## config.mk

```make
export PLATFORM = sky130hd
export DESIGN_NAME = serial_pin_command_parser_core
export DESIGN_NICKNAME = d
export VERILOG_FILES = /design/src/rtl/core/spcp_pkg.sv /design/src/rtl/core/spcp_front.sv /design/src/rtl/core/spcp_queue.sv /design/src/rtl/core/spcp_back.sv /design/src/rtl/core/serial_pin_command_parser_core.sv
export SDC_FILE = /design/constraint.sdc
export NUM_CORES = 1
export LEC_CHECK = 0
export BUFFER_PORTS_ARGS = -buffer_cell sky130_fd_sc_hd__buf_4
export CAP_MARGIN = 20
export CORE_MARGIN = 3
export CORE_UTILIZATION = 50
export CTS_CLUSTER_DIAMETER = 100
export DETAILED_ROUTE_END_ITERATION = 10
export PLACE_DENSITY = 0.69
export SYNTH_ARGS = -nofsm -noshare
export SYNTH_HDL_FRONTEND = slang
export SYNTH_SLANG_ARGS = --single-unit
export TNS_END_PERCENT = 30
```

## constraint.sdc

```tcl
create_clock -name clock -period 3.5 [get_ports clock]
set_input_delay 0.35 -clock clock [delete_from_list [all_inputs] [get_ports clock]]
set_output_delay 0.35 -clock clock [all_outputs]
set_load 0.02 [all_outputs]
```

## src/rtl/core/spcp_pkg.sv

```systemverilog
package spcp_pkg;

   localparam int FRAME_LENGTH = 16;
   localparam int POS_W        = $clog2(FRAME_LENGTH);
   localparam int LAST_SCAN    = 9;

   localparam int PIN_W  = 7;
   localparam int VAL_W  = 14;
   localparam int MASK_W = 12;
   localparam int DUTY_W = 8;

   localparam logic [7:0] CHAR_P     = 8'h50;
   localparam logic [7:0] CHAR_B     = 8'h42;
   localparam logic [7:0] CHAR_R     = 8'h52;
   localparam logic [7:0] CHAR_ZERO  = 8'd48;
   localparam logic [7:0] CHAR_NINE  = 8'd57;
   localparam logic [PIN_W-1:0] PIN_LOW  = 7'd2;
   localparam logic [PIN_W-1:0] PIN_HIGH = 7'd13;
   localparam logic [VAL_W-1:0] DUTY_MAX = 14'd255;

   localparam logic [POS_W-1:0] OFF_PIN_HI = POS_W'(1);
   localparam logic [POS_W-1:0] OFF_PIN_LO = POS_W'(2);
   localparam logic [POS_W-1:0] OFF_CMD    = POS_W'(3);
   localparam logic [POS_W-1:0] OFF_VAL_HI = POS_W'(4);
   localparam logic [POS_W-1:0] OFF_VAL_LO = POS_W'(7);

   typedef enum logic [1:0] {
      KIND_DIGITAL = 2'd0,
      KIND_PWM     = 2'd1,
      KIND_OTHER   = 2'd2
   } kind_type;

   typedef struct packed {
      logic [PIN_W-1:0] pin;
      kind_type         kind;
      logic [VAL_W-1:0] val;
      logic             bad;
   } job_type;

endpackage

```

## src/rtl/core/spcp_front.sv

```systemverilog
module spcp_front (
   input  logic               clock,
   input  logic               reset,
   input  logic               req_valid,
   output logic               req_ready,
   input  logic [7:0]         req_rx_byte,
   output logic               push,
   output spcp_pkg::job_type  push_job,
   input  logic               queue_full
);
   import spcp_pkg::*;

   logic [POS_W-1:0] pos_ff, pos_in;
   logic [POS_W-1:0] start_ff, start_in;
   logic             seen_ff, seen_in;
   logic             found_ff, found_in;
   logic [PIN_W-1:0] pin_ff, pin_in;
   logic [VAL_W-1:0] val_ff, val_in;
   kind_type         kind_ff, kind_in;
   logic             bad_ff, bad_in;

   logic             accept;
   logic             last;
   logic             is_digit;
   logic [3:0]       digit;
   logic [POS_W-1:0] off;

   assign last      = (pos_ff == POS_W'(FRAME_LENGTH - 1));
   assign req_ready = !(last && queue_full);
   assign accept    = req_valid && req_ready;

   assign is_digit = req_rx_byte inside {[CHAR_ZERO:CHAR_NINE]};
   assign digit    = is_digit ? 4'(req_rx_byte - CHAR_ZERO) : 4'd0;
   assign off      = pos_ff - start_ff;

   always_comb begin
      start_in = start_ff;
      seen_in  = seen_ff;
      found_in = found_ff;
      pin_in   = pin_ff;
      val_in   = val_ff;
      kind_in  = kind_ff;
      bad_in   = bad_ff;
      if (!seen_ff && req_rx_byte == CHAR_P) begin
         seen_in = 1'b1;
         if (pos_ff < POS_W'(LAST_SCAN)) begin
            found_in = 1'b1;
            start_in = pos_ff;
         end
      end
      if (found_ff) begin
         if (off == OFF_PIN_HI || off == OFF_PIN_LO) begin
            pin_in = PIN_W'(pin_ff * PIN_W'(10) + PIN_W'(digit));
            bad_in = bad_ff || !is_digit;
         end else if (off == OFF_CMD) begin
            if (req_rx_byte == CHAR_B) begin
               kind_in = KIND_DIGITAL;
            end else if (req_rx_byte == CHAR_R) begin
               kind_in = KIND_PWM;
            end else begin
               kind_in = KIND_OTHER;
            end
         end else if (off >= OFF_VAL_HI && off <= OFF_VAL_LO) begin
            val_in = VAL_W'(val_ff * VAL_W'(10) + VAL_W'(digit));
            bad_in = bad_ff || !is_digit;
         end
      end
   end

   assign push          = accept && last && found_ff;
   assign push_job.pin  = pin_in;
   assign push_job.kind = kind_in;
   assign push_job.val  = val_in;
   assign push_job.bad  = bad_in;

   always_ff @(posedge clock) begin
      if (reset) begin
         pos_ff   <= '0;
         seen_ff  <= 1'b0;
         found_ff <= 1'b0;
         pin_ff   <= '0;
         val_ff   <= '0;
         bad_ff   <= 1'b0;
         start_ff <= '0;
         kind_ff  <= KIND_OTHER;
      end else if (accept) begin
         if (last) begin
            pos_ff   <= '0;
            seen_ff  <= 1'b0;
            found_ff <= 1'b0;
            pin_ff   <= '0;
            val_ff   <= '0;
            bad_ff   <= 1'b0;
         end else begin
            pos_ff   <= pos_ff + POS_W'(1);
            seen_ff  <= seen_in;
            found_ff <= found_in;
            pin_ff   <= pin_in;
            val_ff   <= val_in;
            bad_ff   <= bad_in;
            start_ff <= start_in;
            kind_ff  <= kind_in;
         end
      end
   end

endmodule

```

## src/rtl/core/spcp_queue.sv

```systemverilog
module spcp_queue (
   input  logic               clock,
   input  logic               reset,
   input  logic               push,
   input  spcp_pkg::job_type  push_job,
   output logic               full,
   input  logic               pop,
   output logic               not_empty,
   output spcp_pkg::job_type  head
);
   import spcp_pkg::*;

   job_type    slot_ff [2];
   logic       wr_ff, wr_in;
   logic       rd_ff, rd_in;
   logic [1:0] count_ff, count_in;
   logic       do_push;
   logic       do_pop;

   assign not_empty = (count_ff != 2'd0);
   assign full      = (count_ff == 2'd2);
   assign head      = slot_ff[rd_ff];
   assign do_push   = push && !full;
   assign do_pop    = pop && not_empty;

   assign wr_in    = do_push ? !wr_ff : wr_ff;
   assign rd_in    = do_pop ? !rd_ff : rd_ff;
   assign count_in = count_ff + {1'b0, do_push} - {1'b0, do_pop};

   always_ff @(posedge clock) begin
      if (reset) begin
         wr_ff    <= 1'b0;
         rd_ff    <= 1'b0;
         count_ff <= 2'd0;
      end else begin
         wr_ff    <= wr_in;
         rd_ff    <= rd_in;
         count_ff <= count_in;
      end
   end

   always_ff @(posedge clock) begin
      if (do_push) begin
         slot_ff[wr_ff] <= push_job;
      end
   end

endmodule

```

## src/rtl/core/spcp_back.sv

```systemverilog
module spcp_back (
   input  logic                        clock,
   input  logic                        reset,
   input  logic [spcp_pkg::MASK_W-1:0] invert_mask,
   input  logic                        job_valid,
   input  spcp_pkg::job_type           job,
   output logic                        pop,
   output logic                        rsp_valid,
   input  logic                        rsp_ready,
   output logic [6:0]                  rsp_pin_number,
   output logic [1:0]                  rsp_command_kind,
   output logic [13:0]                 rsp_raw_value,
   output logic                        rsp_drive_level,
   output logic [7:0]                  rsp_drive_duty,
   output logic                        rsp_pin_in_range,
   output logic                        rsp_malformed
);
   import spcp_pkg::*;

   logic              valid_ff;
   logic [PIN_W-1:0]  pin_ff;
   kind_type          kind_ff;
   logic [VAL_W-1:0]  val_ff;
   logic              level_ff, level_in;
   logic [DUTY_W-1:0] duty_ff, duty_in;
   logic              range_ff, range_in;
   logic              bad_ff;

   logic       inv;
   logic       over;
   logic [3:0] bit_idx;
   logic [MASK_W-1:0] shifted;

   assign range_in = (job.pin >= PIN_LOW) && (job.pin <= PIN_HIGH);
   assign bit_idx  = 4'(job.pin) - 4'd2;
   assign shifted  = invert_mask >> bit_idx;
   assign inv      = range_in && shifted[0];
   assign over     = (job.val > DUTY_MAX);

   always_comb begin
      level_in = 1'b0;
      duty_in  = '0;
      case (job.kind)
         KIND_DIGITAL: begin
            level_in = (job.val != '0) ^ inv;
         end
         KIND_PWM: begin
            if (over) begin
               duty_in = inv ? '0 : '1;
            end else begin
               duty_in = inv ? ~job.val[DUTY_W-1:0] : job.val[DUTY_W-1:0];
            end
         end
         default: begin
            level_in = 1'b0;
         end
      endcase
   end

   assign pop = job_valid && (!valid_ff || rsp_ready);

   always_ff @(posedge clock) begin
      if (reset) begin
         valid_ff <= 1'b0;
      end else if (pop) begin
         valid_ff <= 1'b1;
      end else if (rsp_ready) begin
         valid_ff <= 1'b0;
      end
   end

   always_ff @(posedge clock) begin
      if (pop) begin
         pin_ff   <= job.pin;
         kind_ff  <= job.kind;
         val_ff   <= job.val;
         level_ff <= level_in;
         duty_ff  <= duty_in;
         range_ff <= range_in;
         bad_ff   <= job.bad;
      end
   end

   assign rsp_valid        = valid_ff;
   assign rsp_pin_number   = pin_ff;
   assign rsp_command_kind = kind_ff;
   assign rsp_raw_value    = val_ff;
   assign rsp_drive_level  = level_ff;
   assign rsp_drive_duty   = duty_ff;
   assign rsp_pin_in_range = range_ff;
   assign rsp_malformed    = bad_ff;

endmodule

```

## src/rtl/core/serial_pin_command_parser_core.sv

```systemverilog
// Channel   Direction  Handshake           Payload
// req       in         req_valid/ready     req_rx_byte
// rsp       out        rsp_valid/ready     pin, kind, value, level, duty, range, malformed
// csr       in         csr_we (no wait)    csr_wdata = invert mask
//
// One byte accepted per cycle while req_ready is high; the frame is parsed as it
// streams in, so a command enters the job queue at the edge that takes its sixteenth
// byte and from there moves into the output register whenever that register is free.
// A two-entry job queue separates front and back;
// req_ready drops only on a frame's last byte while that queue is full.
// Synchronous reset clears the frame position, queue and output valid.
module serial_pin_command_parser_core (
   input  logic        clock,
   input  logic        reset,
   input  logic        req_valid,
   output logic        req_ready,
   input  logic [7:0]  req_rx_byte,
   output logic        rsp_valid,
   input  logic        rsp_ready,
   output logic [6:0]  rsp_pin_number,
   output logic [1:0]  rsp_command_kind,
   output logic [13:0] rsp_raw_value,
   output logic        rsp_drive_level,
   output logic [7:0]  rsp_drive_duty,
   output logic        rsp_pin_in_range,
   output logic        rsp_malformed,
   input  logic        csr_we,
   input  logic [11:0] csr_wdata
);
   import spcp_pkg::*;

   logic [MASK_W-1:0] mask_ff;
   logic              push;
   job_type           push_job;
   logic              queue_full;
   logic              pop;
   logic              not_empty;
   job_type           head;

   always_ff @(posedge clock) begin
      if (reset) begin
         mask_ff <= '0;
      end else if (csr_we) begin
         mask_ff <= csr_wdata;
      end
   end

   spcp_front u_front (
      .clock       (clock),
      .reset       (reset),
      .req_valid   (req_valid),
      .req_ready   (req_ready),
      .req_rx_byte (req_rx_byte),
      .push        (push),
      .push_job    (push_job),
      .queue_full  (queue_full)
   );

   spcp_queue u_queue (
      .clock     (clock),
      .reset     (reset),
      .push      (push),
      .push_job  (push_job),
      .full      (queue_full),
      .pop       (pop),
      .not_empty (not_empty),
      .head      (head)
   );

   spcp_back u_back (
      .clock            (clock),
      .reset            (reset),
      .invert_mask      (mask_ff),
      .job_valid        (not_empty),
      .job              (head),
      .pop              (pop),
      .rsp_valid        (rsp_valid),
      .rsp_ready        (rsp_ready),
      .rsp_pin_number   (rsp_pin_number),
      .rsp_command_kind (rsp_command_kind),
      .rsp_raw_value    (rsp_raw_value),
      .rsp_drive_level  (rsp_drive_level),
      .rsp_drive_duty   (rsp_drive_duty),
      .rsp_pin_in_range (rsp_pin_in_range),
      .rsp_malformed    (rsp_malformed)
   );

endmodule

```

---- Word-level counts from Yosys, hierarchy flattened ----
Memory sizes are Yosys's and may differ from the RTL's. A register that Yosys moved wholly into a read port is not among the register bits.
Index checks and enable logic that the tools add are counted.
word-level totals
  input bits .............................. 25
  output and inout port bits .............. 36
  word-level logic and storage cells ...... 118
  bits in writable memories ............... 48
  bits in registers ....................... 85
  memories kept ........................... 1
memory list
  memory           depth  width  read ports  clocked after Yosys merged registers in  wr ports  line              source
  u_queue.slot_ff  2      24     1           1                                        1         spcp_queue.sv:13  job_type slot_ff [2];
operators by class
  multipliers ............................. 2
  $lt $le $gt $ge ......................... 8
  reductions and logical operators ........ 32
  mux-type cells .......................... 34
  $add $sub $neg .......................... 8
  shift-type cells ........................ 1
  equal/unequal tests ..................... 9
  bitwise logic cells ..................... 3
operators with widths
  cell                                                                               number
  14-bit two-way mux                                                                 5
  8-bit by 7-bit == test with 1-bit output (second input constant)                   3
  8-bit two-way mux                                                                  3
  7-bit two-way mux                                                                  3
  1-bit two-way mux                                                                  16
  14-bit by 4-bit adder with 14-bit output                                           1
  14-bit by 8-bit greater-than comparator with 1-bit output (second input constant)  1
  14-bit by 3-bit multiplier with 13-bit output (second input constant)              1
  14-bit nonzero test                                                                1
  1-bit logical AND                                                                  12
  12-bit by 4-bit right shift with 1-bit output                                      1
  2-bit two-way mux                                                                  5
  4-bit by 2-bit == test with 1-bit output (second input constant)                   2
  8-bit by 6-bit >= comparator with 1-bit output (second input constant)             1
  8-bit by 6-bit less-or-equal comparator with 1-bit output (second input constant)  1
  4-bit two-way mux                                                                  2
  8-bit inverter                                                                     1
  2-bit nonzero test                                                                 4
  7-bit by 4-bit adder with 7-bit output                                             1
  7-bit by 2-bit >= comparator with 1-bit output (second input constant)             1
  7-bit by 4-bit less-or-equal comparator with 1-bit output (second input constant)  1
  1-bit zero test                                                                    7
  7-bit by 3-bit multiplier with 6-bit output (second input constant)                1
  4-bit by 1-bit adder with 4-bit output (second input constant)                     1
  19 further kinds                                                                   22

---- Logic depth before layout (Yosys ltp) ----
  depth in word-level cells ............... 9
  mapped depth ............................ 12
  mapped depth without buffers ............ 12

---- Modules after synthesis ----
From an unflattened synthesis, not the netlist that was laid out.
unflattened totals
  cells, all modules ...................... 554
  area total of the unflattened synthesis .. 6691.4 um^2
by module, submodules not included
  module                          seq. area each (um^2)  times used  cells each  area an instance (um^2)
  spcp_front                      680.7                  1           309         2742.6
  spcp_queue                      1541.5                 1           101         1966.9
  spcp_back                       1041.0                 1           106         1561.5
  serial_pin_command_parser_core  240.2                  1           38          420.4

---- Worst setup path after synthesis ----
Ideal clock, no wire load.
  path type ............................... register -> register
  start ................................... reg u_front.val_ff[1]
  end ..................................... mem u_queue.slot_ff[0][14] (netlist bit), data pin
  required time ........................... 3.238 ns
  arrival time ............................ 2.730 ns
  period minus slack after synthesis ...... 2.992 ns
  buffers on the path ..................... 0
  setup slack ............................. 0.508 ns
  stages on the path, launching flop included .. 11
  library setup time ...................... 0.262 ns
  cell sequence ........................... dfxtp_1 ha_1 ha_1 fa_1 a21o_1 a221oi_1 xnor2_1 o21ai_1 nor4b_2 xnor2_1 mux2_2
RTL lines
  element                 line              source
  start, declared         spcp_front.sv:18  logic [VAL_W-1:0] val_ff, val_in;
  start signal, assigned  spcp_front.sv:99  val_ff <= val_in;
  end, declared           spcp_queue.sv:13

==> out/summary.log <==
qor: worst_setup_path.critical-path-slowest-cell dfxtp_1
qor: finish.final_layout_size_suffix_gt1_share 21.5%
qor: worst_setup_path.path_max_fanout 5
qor: drt.detail_route.vias_per_cell 5.28
qor: timing.post-route-worst-setup-slack 0.244 ns
qor: grt.gr-usage-all-layers 17.5%
qor: yosys.synth.lib_cells_used.distinct 57
qor: worst_setup_path.setup.worst_path.class flip-flop to flip-flop
qor: worst_setup_path.timing.critical_path.slowest_cell_delay 0.43 ns
qor: timing.fin_crit_sh 93.0%
qor: worst_setup_path.start_kind flip-flop
qor: cts.cts_resized 0
qor: job.maxCapViolCount 0
qor: floorplanning.die_height 121 um
qor: drt.drt-initial-drc-count 315
qor: yosys.async_flop_share 0%
qor: cts.clk-insertion-delay-late 0.41 ns
qor: timing.max_slew_margin 56.1%
qor: timing.fmax 0.307 GHz
qor: finish.num_antenna_cells 0
qor: cts.cts_made_buffers 17
qor: place.port_buffer_count 60
qor: cts.cts_num_sinks 134
qor: drt.number_of_vias_after_detailed_routing 4290
qor: drt.postRouteWirelength 12100 um
qor: worst_setup_path.setup.reg_to_reg.worst_slack 0.24 ns
qor: timing.setup_viol_count_final 0
qor: timing.report.final.slew_viol_count 0
qor: timing.finClkSkew 0.00887 ns
qor: worst_setup_path.timing.critical_path.to_type flip-flop
qor: grt.first_global_vias 4130
qor: yosys.synth.avg_cell_area 11.9 um^2
qor: drt.post-route-drc-count 0
qor: worst_setup_path.r2r_start u_front.val_ff[1]$_SDFFE_PP0P_
qor: worst_setup_path.worst-endpoint-arrival 3.41 ns
qor: place.place.gp.congestion 0.852
qor: cts.cts_tree done
qor: finish.finalNetCount 697
qor: min_path.hold-path-endpoint mask_ff[4]$_SDFFE_PP0P_
qor: cts.cts-htree-levels 4
qor: grt.wire_length_of_the_first_global_routing_pass 20000 um
qor: drt.postRouteAntennaNets 0
qor: floorplanning.standard_cell_row_count 41
qor: floorplanning.coreArea 0.0128 mm^2
qor: place.post-dp-hpwl 8680 um
qor: timing.rsz0062_at_grt no
qor: cts.cts.clk_slew.worst_paths 0.06 ns
qor: yosys.synth_sequential_area_ratio 53.1%
qor: yosys.ys_ff_latch 134
qor: timing.final.min_clock_period 3.26 ns
qor: power.worst_ir_drop_vdd 0.344 mV
qor: yosys.synth_nets 625
qor: min_path.hold_path.class primary input to flip-flop
qor: cts.post_cts_hold_buffer_count 0
qor: power.leakagePower 3.17 nW
qor: timing.final.setup.tns 0 ns
qor: worst_setup_path.rr_endpoint u_queue.slot_ff[0][14]$_DFFE_PP_
qor: timing.tightest_slew 0.654 ns
qor: worst_setup_path.worst-r2r-cell-count 10
qor: yosys.synth-edff-count 82
qor: drt.drt-pass1-iter-count 5
qor: finish.area_growth 19.0%
qor: place.dp_worst_setup_slack 0.272 ns
qor: worst_setup_path.timing.critical_path.cells ha_1, ha_1, fa_1, a21o_1, a221oi_1, xnor2_1, o21ai_1, nor4b_2, xnor2_1, mux2_2
qor: grt.grt_max_degree 41
qor: yosys.synthCells 556
qor: power.power-per-cell-area 600 mW/mm^2
qor: yosys.synth_ff_type edfxtp_1
qor: cts.postCtsSetupRepairBufs 0
qor: floorplanning.floorplan.die_area 0.0146 mm^2
qor: yosys.yosys_warnings 0
qor: min_path.timing.hold.worst_path_depth 3
qor: yosys.synth.cell_area 0.00660 mm^2
qor: timing.timing_hold_violations_final 0
qor: cts.root_buf_cell clkbuf_16
qor: floorplanning.die_w 121 um
qor: floorplanning.boundaryPins 61
qor: outcome.result_of_the_run complete, no violations
qor: grt.grt_overflow_total 0
qor: drt.wl_per_cell 14.9 um
qor: floorplanning.start_util 51.7%
qor: grt.antenna_violations_before_repair 0
qor: cts.cts-root-to-sink-buffers 2
qor: worst_setup_path.worst-endpoint-required 3.66 ns
qor: min_path.hp-start csr_wdata[4]
-- layout by cell type, fill, tap and decap left out, types with 2 or more instances in the layout --
cell       instances
a21o_1             8
a21oi_1           20
a22o_1             6
a22oi_1            7
a311oi_1           2
and2_1             4
and3_1             4
and4_1             2
buf_4             68
bufinv_16          4
clkbuf_1           4
clkbuf_16         17
clkinv_2           5
dfxtp_1           52
edfxtp_1          82
fa_1               5
ha_1              39
inv_1             25
mux2_2            31
mux2i_1           21
mux4_1             2
nand2_1           29
nand2b_1           4
nand3_1            7
nor2_1            66
nor2b_1            9
nor3_1            10
nor3_2             2
nor3b_1            3
o2111ai_1          2
o211ai_1           3
o21ai_0           26
or2_2              2
xnor2_1           33
xor2_1            12
-- worst max path at each step --
stage / from / endpoint / slack [ns] / cells after the start
after floorplan: u_front.val_ff[1]$_SDFFE_PP0P_ / u_queue.slot_ff[0][14]$_DFFE_PP_ / 0.51 / 10
after global placement: u_front.val_ff[1]$_SDFFE_PP0P_ / u_queue.slot_ff[0][14]$_DFFE_PP_ / 0.36 / 10
after detailed placement: u_front.val_ff[1]$_SDFFE_PP0P_ / u_queue.slot_ff[1][14]$_DFFE_PP_ / 0.27 / 10
after CTS: u_front.val_ff[1]$_SDFFE_PP0P_ / u_queue.slot_ff[0][14]$_DFFE_PP_ / 0.25 / 10
after global routing: u_front.val_ff[1]$_SDFFE_PP0P_ / u_queue.slot_ff[0][14]$_DFFE_PP_ / 0.05 / 10
final: u_front.val_ff[1]$_SDFFE_PP0P_ / u_queue.slot_ff[0][14]$_DFFE_PP_ / 0.24 / 10
-- report_power, final --
part | internal [mW] | switching (mW) | total (mW)
clock | 1.18 | 0.614 | 1.79
sequential | 1.93 | 0.0737 | 2.01
combinational | 0.386 | 0.526 | 0.912
total | 3.50 | 1.21 | 4.71
-- synthesized netlist by cell type (2+ instances only) --
| cell type | count | area share (%) |
|---|---|---|
| o211ai_1 | 3 | 0.34 |
| and4_1 | 2 | 0.27 |
| o2111ai_1 | 2 | 0.27 |
| nand2_1 | 29 | 1.6 |
| nand3_1 | 7 | 0.53 |
| nor3b_1 | 3 | 0.34 |
| xor2_1 | 12 | 1.6 |
| a311oi_1 | 2 | 0.27 |
| ha_1 | 39 | 7.4 |
| or2_2 | 2 | 0.19 |
| a21oi_1 | 20 | 1.5 |
| nor2b_1 | 9 | 0.85 |
| a21o_1 | 8 | 0.91 |
| mux2_2 | 31 | 5.3 |
| nand2b_1 | 4 | 0.38 |
| clkbuf_1 | 6 | 0.34 |
| and2_1 | 4 | 0.38 |
| nor3_1 | 11 | 0.83 |
| and3_1 | 4 | 0.38 |
| edfxtp_1 | 82 | 37 |
| a22o_1 | 6 | 0.80 |
| mux2i_1 | 21 | 3.2 |
| mux4_1 | 2 | 0.80 |
| inv_1 | 25 | 1.4 |
| xnor2_1 | 33 | 4.4 |
| nor2_1 | 66 | 3.8 |
| a22oi_1 | 7 | 0.80 |
| dfxtp_1 | 52 | 16 |
| buf_6 | 2 | 0.34 |
| o21ai_0 | 26 | 2.0 |
| fa_1 | 5 | 1.5 |
| buf_1 | 4 | 0.23 |
| buf_2 | 3 | 0.23 |
-- area by class of cell --
cell class / count / area, um^2
well taps: 172 / 215
clock buffers: 21 / 440
clock inverters: 11 / 156
fillers: 1007 / 4920
inverters: 25 / 93.8
repair buffers: 68 / 510
flip-flops and latches: 134 / 3500
multi-input cells: 382 / 2930
-- through the flow --
| stage | hold WS (ns) | power, mW | instances | area (um^2) | util (%) |
|---|---|---|---|---|---|
| 6_report | 0.184 | 4.71 | 813 | 7850 | 61.5 |
| 5_1_grt | 0.178 | 4.91 | 813 | 7850 | 61.5 |
| 4_1_cts | 0.166 | 4.77 | 813 | 7850 | 61.5 |
| 3_5_place_dp | 0.448 | 2.96 | 781 | 7260 | 56.8 |
| 3_3_place_gp | 0.439 | 2.95 | 781 | 7260 | 56.8 |
| 2_1_floorplan | 0.425 | 2.60 | 556 | 6600 | - |
-- cell families after synthesis --
family	count (synthesis)	synth area share, %
multiplexers	57	10.2
buffers and inverters	40	2.56
adder cells (fa/ha/maj)	44	8.91
AND/OR/NAND/NOR	150	10.7
XOR/XNOR	46	6.22
flip-flops	134	53.1
AO/OA/AOI/OAI	85	8.32
-- per-layer routing --
layer	vias to the layer above	part of all wire (%)	GRT usage [%]
li1	2154	-	-
met1	2029	48	23.5
met2	95	47	27.1
met3	12	4.3	4.57
met4	0	1.3	7.08
met5	-	0	0
-- flip-flops by register name, summed over array words and instances, names as in the netlist, 2 cells and up, named ones only --
name,count
u_back.rsp_raw_value,14
u_back.rsp_drive_duty,8
u_front.pos_ff,4
u_front.pin_ff,7
u_front.val_ff,14
u_back.rsp_pin_number,7
u_front.kind_ff,2
u_queue.slot_ff,48
mask_ff,12
u_queue.count_ff,2
u_back.rsp_command_kind,2
u_front.start_ff,4
-- critical path: cells and delay by family (launching register included) --
kind                     cells  cell delay (ns)
AO/OA/AOI/OAI                3             0.73
XOR/XNOR                     2             0.34
adder cells (fa/ha/maj)      3             0.91
flip-flops                   1             0.43
multiplexers                 1             0.28
AND/OR/NAND/NOR              1             0.30
Power figures use the tool's default switching activity.
